`src/mts_pkg.sv`:
```
// shared types, codes and constants for the min-tracking stack
package mts_pkg;

    // default sizes
    localparam int DEF_STACK_DEPTH = 256;
    localparam int DEF_VALUE_WIDTH = 32;

    // field widths on the ports
    localparam int DATA_W    = 32;
    localparam int OPCODE_W  = 2;
    localparam int DEPTH_W   = 9;
    localparam int STATUS_W  = 2;
    localparam int S_FIELD_W = OPCODE_W + DATA_W;
    localparam int S_TDATA_W = ((S_FIELD_W + 7) / 8) * 8;
    localparam int M_FIELD_W = DATA_W + DATA_W + DEPTH_W + 1 + STATUS_W;
    localparam int M_TDATA_W = ((M_FIELD_W + 7) / 8) * 8;

    // request operations
    typedef enum logic [OPCODE_W-1:0] {
        OP_PUSH = 2'd0,
        OP_POP  = 2'd1,
        OP_PEEK = 2'd2
    } opcode_t;

    // result status codes
    typedef enum logic [STATUS_W-1:0] {
        STAT_OK        = 2'd0,
        STAT_OVERFLOW  = 2'd1,
        STAT_UNDERFLOW = 2'd2
    } status_t;

    // controller states
    typedef enum logic [1:0] {
        S_IDLE,
        S_POP_WAIT,
        S_MIN_WAIT,
        S_DONE
    } state_t;

    // commands from controller to datapath
    typedef struct packed {
        logic    push;       // write value, update top and min
        logic    pop_issue;  // drop top, start reads of new top and min position
        logic    pop_top;    // take new top, start read of new min value
        logic    load_min;   // take new min value
        logic    set_status;
        status_t status;
        logic    out_load;   // capture result into output register
    } cmd_t;

    // status from datapath to controller
    typedef struct packed {
        logic full;
        logic empty;
        logic pop_min;       // last pop removed the current minimum
    } dp_stat_t;

endpackage

```
`src/mts_ctrl.sv`:
```
// controller of the min-tracking stack: sequences each request and the result handshake
module mts_ctrl (
    input  logic                 aclk,
    input  logic                 aresetn,
    input  logic                 s_tvalid,
    output logic                 s_tready,
    input  mts_pkg::opcode_t     opcode,
    output logic                 m_tvalid,
    input  logic                 m_tready,
    input  mts_pkg::dp_stat_t    stat,
    output mts_pkg::cmd_t        cmd
);

    mts_pkg::state_t state_reg, state_next;
    logic            m_tvalid_reg, m_tvalid_next;
    logic            out_free;

    assign out_free = !m_tvalid_reg || m_tready;

    // state and result valid registers
    always_ff @(posedge aclk) begin
        if (!aresetn) begin
            state_reg    <= mts_pkg::S_IDLE;
            m_tvalid_reg <= 1'b0;
        end else begin
            state_reg    <= state_next;
            m_tvalid_reg <= m_tvalid_next;
        end
    end

    // next state and commands
    always_comb begin
        state_next = state_reg;
        cmd        = '0;
        cmd.status = mts_pkg::STAT_OK;
        s_tready   = 1'b0;
        case (state_reg)
            mts_pkg::S_IDLE: begin
                s_tready = 1'b1;
                if (s_tvalid) begin
                    cmd.set_status = 1'b1;
                    state_next     = mts_pkg::S_DONE;
                    case (opcode)
                        mts_pkg::OP_PUSH: begin
                            if (stat.full) begin
                                cmd.status = mts_pkg::STAT_OVERFLOW;
                            end else begin
                                cmd.push = 1'b1;
                            end
                        end
                        mts_pkg::OP_POP: begin
                            if (stat.empty) begin
                                cmd.status = mts_pkg::STAT_UNDERFLOW;
                            end else begin
                                cmd.pop_issue = 1'b1;
                                state_next    = mts_pkg::S_POP_WAIT;
                            end
                        end
                        default: begin
                            cmd.status = mts_pkg::STAT_OK;
                        end
                    endcase
                end
            end
            mts_pkg::S_POP_WAIT: begin
                cmd.pop_top = 1'b1;
                state_next  = stat.pop_min ? mts_pkg::S_MIN_WAIT : mts_pkg::S_DONE;
            end
            mts_pkg::S_MIN_WAIT: begin
                cmd.load_min = 1'b1;
                state_next   = mts_pkg::S_DONE;
            end
            mts_pkg::S_DONE: begin
                if (out_free) begin
                    cmd.out_load = 1'b1;
                    state_next   = mts_pkg::S_IDLE;
                end
            end
            default: begin
                state_next = mts_pkg::S_IDLE;
            end
        endcase
    end

    // result valid holds until taken
    always_comb begin
        m_tvalid_next = m_tvalid_reg;
        if (cmd.out_load) begin
            m_tvalid_next = 1'b1;
        end else if (m_tready) begin
            m_tvalid_next = 1'b0;
        end
    end

    assign m_tvalid = m_tvalid_reg;

endmodule

```
`config.mk`:
```
export PLATFORM = sky130hd
export DESIGN_NAME = mts_ctrl
export DESIGN_NICKNAME = d
export VERILOG_FILES = /design/src/mts_pkg.sv /design/src/mts_ctrl.sv
export SDC_FILE = /design/constraint.sdc
export NUM_CORES = 1
export LEC_CHECK = 0
export BUFFER_PORTS_ARGS = -buffer_cell sky130_fd_sc_hd__buf_2
export CORE_AREA = 2 2 39 41
export CTS_BUF_LIST = sky130_fd_sc_hd__clkbuf_8
export DETAILED_ROUTE_END_ITERATION = 10
export DIE_AREA = 0 0 41 43
export GPL_ROUTABILITY_DRIVEN = 0
export GPL_TIMING_DRIVEN = 0
export PLACE_DENSITY_LB_ADDON = 0.05
export REMOVE_ABC_BUFFERS = 1
export SLEW_MARGIN = 10
export SYNTH_ARGS = -nofsm -noshare
export SYNTH_HDL_FRONTEND = slang
export SYNTH_SLANG_ARGS = --single-unit
```
`constraint.sdc`:
```
create_clock -name aclk -period 2.62 [get_ports aclk]
set_input_delay 0.524 -clock aclk [delete_from_list [all_inputs] [get_ports aclk]]
set_output_delay 0.524 -clock aclk [all_outputs]
set_load 0.005 [all_outputs]
```
### Yosys cells after proc, flatten, opt, wreduce, memory -nomap -nowiden

Index checks and enable logic that the tools add are counted.

| storage, ports and cells | value |
|---|---|
| flip-flop bits (word level) | 3 |
| bits in latches | 0 |
| bits in writable memories | 0 |
| ROM bits | 0 |
| input port bits | 9 |
| logic and storage cells | 38 |
| memories kept | 0 |

| operators by class | value |
|---|---|
| add/subtract/negate cells | 0 |
| multiply operators | 0 |
| divide/modulo/power cells | 0 |
| order comparisons | 0 |
| equal/unequal tests | 6 |
| shift-type cells | 0 |
| multiplexer cells | 24 |
| bitwise operators | 0 |
| reduce and logical (&&, ||, !) cells | 6 |

Operator list:

| cell | number |
|---|---|
| 2-bit 2-to-1 mux | 7 |
| 1-bit 2-to-1 mux | 13 |
| 2-bit one-hot mux with 4 select lines | 1 |
| 3-bit 2-to-1 mux | 2 |
| 2-bit by 1-bit == test with 1-bit output, second input constant | 2 |
| 2-bit == test, second input constant | 2 |
| 2-bit logical NOT | 2 |
| 2-bit != test, second input constant | 2 |
| 2-bit one-hot mux with 2 select lines | 1 |
| 2-bit AND reduction | 1 |
| 2-bit nonzero test | 1 |
| 1-bit logical NOT | 1 |
| 1-bit logical OR | 1 |

### Logic depth before layout (Yosys ltp)

| depth | value |
|---|---|
| depth after elaboration | 5 |
| depth in mapped cells | 5 |

### Least setup slack after synthesis

OpenSTA, ideal clock, no wires.

| timing path | value |
|---|---|
| kind | reg-to-output |
| start | reg state_reg[0] |
| end | out cmd[1] (netlist bit) |
| arrival | 1.043 ns |
| data required time | 2.096 ns |
| path slack | 1.053 ns |
| stages on the path, launching flop included | 5 |
| cells stage by stage | dfxtp_1 > inv_1 > ha_1 > nand2_2 > nor4b_2 |

RTL lines:

| what | RTL line | source |
|---|---|---|
| from (decl) | mts_ctrl.sv:14 | `mts_pkg::state_t state_reg, state_next;` |
| from (signal assigned) | mts_ctrl.sv:23 | `state_reg <= mts_pkg::S_IDLE;` |
| from (signal assigned) | mts_ctrl.sv:26 | `state_reg <= state_next;` |
| to (decl) | mts_ctrl.sv:11 | `output mts_pkg::cmd_t cmd` |

==> metrics.md <==
| Metric | Value |
|---|---|
| Synth top area share | `20.0%` |
| Critical path class | `register to output pin` |
| Root Buffer | `clkbuf_8` |
| Share of layout cells above drive strength 1 | `roughly 49%` |
| All-layer global routing usage | `8.63%` |
| WP data required | `2100 ps` |
| Post-CTS Setup Inserts | `0` |
| Site Rows | `14` |
| Dpl ws | `846 ps` |
| Initial antenna violation count | `0` |
| GRT met2 Usage | `13.8%` |
| TNS Setup | `0 ps` |
| Max-cap violations | `0` |
| RSZ-0062 raised after global routing | `false` |
| Post-route ant nets | `0` |
| Later-pin clock latency in the skew report | `about 210 ps` |
| CP endpoint kind | `output pin` |
| CTS tree | `yes` |
| Post-Syn Instances | `32` |
| Post-Syn Area | `approximately 300 um^2` |
| Slew @ Worst Pin | `225 ps` |
| H-Tree Depth | `1` |
| Drt first pass iters | `2` |
| Worst min path class | `register to register` |
| Post-CTS Resized | `0` |
| Total grt overflow | `0` |
| Delay-heaviest family, CP | `simple AND/OR/NAND/NOR gates` |
| Post-route design area | `~450 um^2` |
| N_diodes | `0` |
| Clock transition at path regs | `roughly 30 ps` |
| Hold Crit Depth | `2` |
| PortBufs | `18` |
| CP max FO | `6` |
| Layer carrying the most global-route usage | `met2` |
| Final setup vio count | `0` |
| Inserted Clock Buffers | `3` |
| Hpwl dp | `583 um` |
| Die Span Y | `43 um` |
| Max stage delay on crit path | `340 ps` |
| Largest net degree at the start of global routing | `7` |
| Die span in x | `41 um` |
| First-pass GRT wire length | `roughly 1000 um` |
| M3 GR Usage | `1.57%` |
| FMAX | `between 500 and 600 MHz` |
| Startpoint Class | `register` |
| Reg2reg path depth | `5` |
| Wire per inst | `9.87 um` |
| Core area | `1380 um^2` |
| Final hold vios | `0` |
| Crit path cell chain | `inv_1, ha_1, nand2_2, nor4b_2, buf_2` |
| Max reg flops | `2` |
| Power per standard cell area | `867 nW/um^2` |
| Total Power | `between 0.0003 and 0.0004 W` |
| Final slew viol count | `0` |
| Final worst-path cycle share | `76.1%` |
| Vias in the first global route | `282` |
| Status | `completed` |
| Bufs on Longest Clock Path | `2` |
| Leading area contributor after synthesis | `dfxtp_1` |
| Die area | `approximately 1800 um^2` |
| Placement Cell Area | `403 um^2` |
| Area grow syn2layout | `49.2%` |
| Yosys warnings | `0` |
| Peak supply drop | `0.419 mV` |
| Setup ws final | `~630 ps` |
| Register area share after synthesis | `about a fifth` |
| NumNets Final | `67` |
| Cell leakage power | `0.266 nW` |
| Final min period | `~2000 ps` |
| DR vias/cell | `4.23` |
| Ranking of synthesized cells by area | `dfxtp_1 (20%), ha_1 (17%), nor4b_2 (10%)` |
| Wirelength, routed | `~700 um` |
| Worst path bufs/invs | `2` |
| I/O pins | `19` |
| Synth unique cells | `21` |
| Clock skew | `roughly 1.7 ps` |
| Initial drt markers | `2` |
| Clk sinks | `3` |
| Starting density of the core | `21.7%` |
| Mean area per synthesized cell | `9.38 um^2` |
| Slowest cell on crit path | `dfxtp_1` |
| CP Depth | `5` |
| Synth Register Bits | `3` |
| CP arrival | `between 1000 and 1500 ps` |
| Slew Limit Headroom | `84.8%` |
| DRC | `0` |
| Met1 Use GR | `about a tenth` |
| Total number of vias | `about 290` |
| CTS Hold Bufs | `0` |
| Fill cells | `161` |
==> per-layer routing <==
metal | routed length (um) | vias to the layer above
met2 | 351 | 8
met5 | 0 | -
met1 | 279 | 130
met3 | 50 | 0
li1 | - | 154
met4 | 0 | 0
==> layout make-up <==
class | count | area, um^2 | area share, %
clock inverter | 1 | 3.75 | 0.838
timing repair buffer | 18 | 90.1 | 20.1
inverter | 5 | 18.8 | 4.19
tap | 16 | 20.0 | 4.47
sequential | 3 | 60.1 | 13.4
multi-input combinational | 23 | 214 | 47.8
clock buffer | 3 | 41.3 | 9.22
==> Yosys cell counts <==
| library cell | n |
|---|---|
| nor2b_2 | 1 |
| mux2i_1 | 1 |
| inv_1 | 5 |
| o211a_1 | 1 |
| nand2b_1 | 1 |
| o2111ai_1 | 1 |
| nand2_2 | 1 |
| buf_4 | 1 |
| ha_1 | 4 |
| o21ai_1 | 1 |
| o211ai_1 | 1 |
| o21a_1 | 1 |
| a21boi_1 | 1 |
| nand2_1 | 2 |
| nor4_1 | 1 |
| nand4bb_1 | 1 |
| nor3_1 | 1 |
| nor2b_1 | 1 |
| nor4b_2 | 2 |
| nand3b_4 | 1 |
| dfxtp_1 | 3 |
==> logic make-up after synthesis <==
family,Yosys count,share of synthesized area (%)
fa+ha+maj,4,16.7
buf+inv,6,8.75
simple gates,12,35.8
mux,1,3.33
compound gates,6,15.4
flops,3,20.0
==> cell usage in the layout (no fill, tap or decap), drive strengths merged, types with 2 or more instances in the layout <==
cell    Yosys  final
nand2       3      3
dfxtp       3      3
ha          4      4
buf         1     18
clkbuf      0      3
nor2b       2      2
nor4b       2      2
inv         5      6
==> power by group <==
group	internal, W	total [W]	switching, W
registers	0.0000627	0.0000849	0.0000221
clock network	0.0000995	0.000127	0.0000275
logic	0.0000848	0.000176	0.0000916
total	0.000247	0.000388	0.000141
==> per-stage QoR <==
stage | cells | hold slack (ps) | utilization, %
final | 69 | 531 | 32.4
after global routing | 69 | 566 | 32.4
after CTS | 69 | 531 | 32.4
after detailed placement | 65 | 525 | 29.1
after global placement | 65 | 521 | 29.1
after floorplan | 31 | 484 | -
==> final timing paths <==
path / startpoint / to / slack, ps
max: state_reg[0]$_SDFFE_PN0P_ / cmd[1] / 630
min: state_reg[1]$_SDFFE_PN0P_ / state_reg[1]$_SDFFE_PN0P_ / 530
max reg2reg: state_reg[0]$_SDFFE_PN0P_ / state_reg[0]$_SDFFE_PN0P_ / 1310
min reg2reg: state_reg[1]$_SDFFE_PN0P_ / state_reg[1]$_SDFFE_PN0P_ / 530
==> worst min-delay path, delay by kind of cell (launching register included) <==
family	cells	cell delay (ps)
muxes	1	60
DFF	1	340
and+or+nand+nor	1	70
Note: power is estimated with default switching activity, not from simulation.
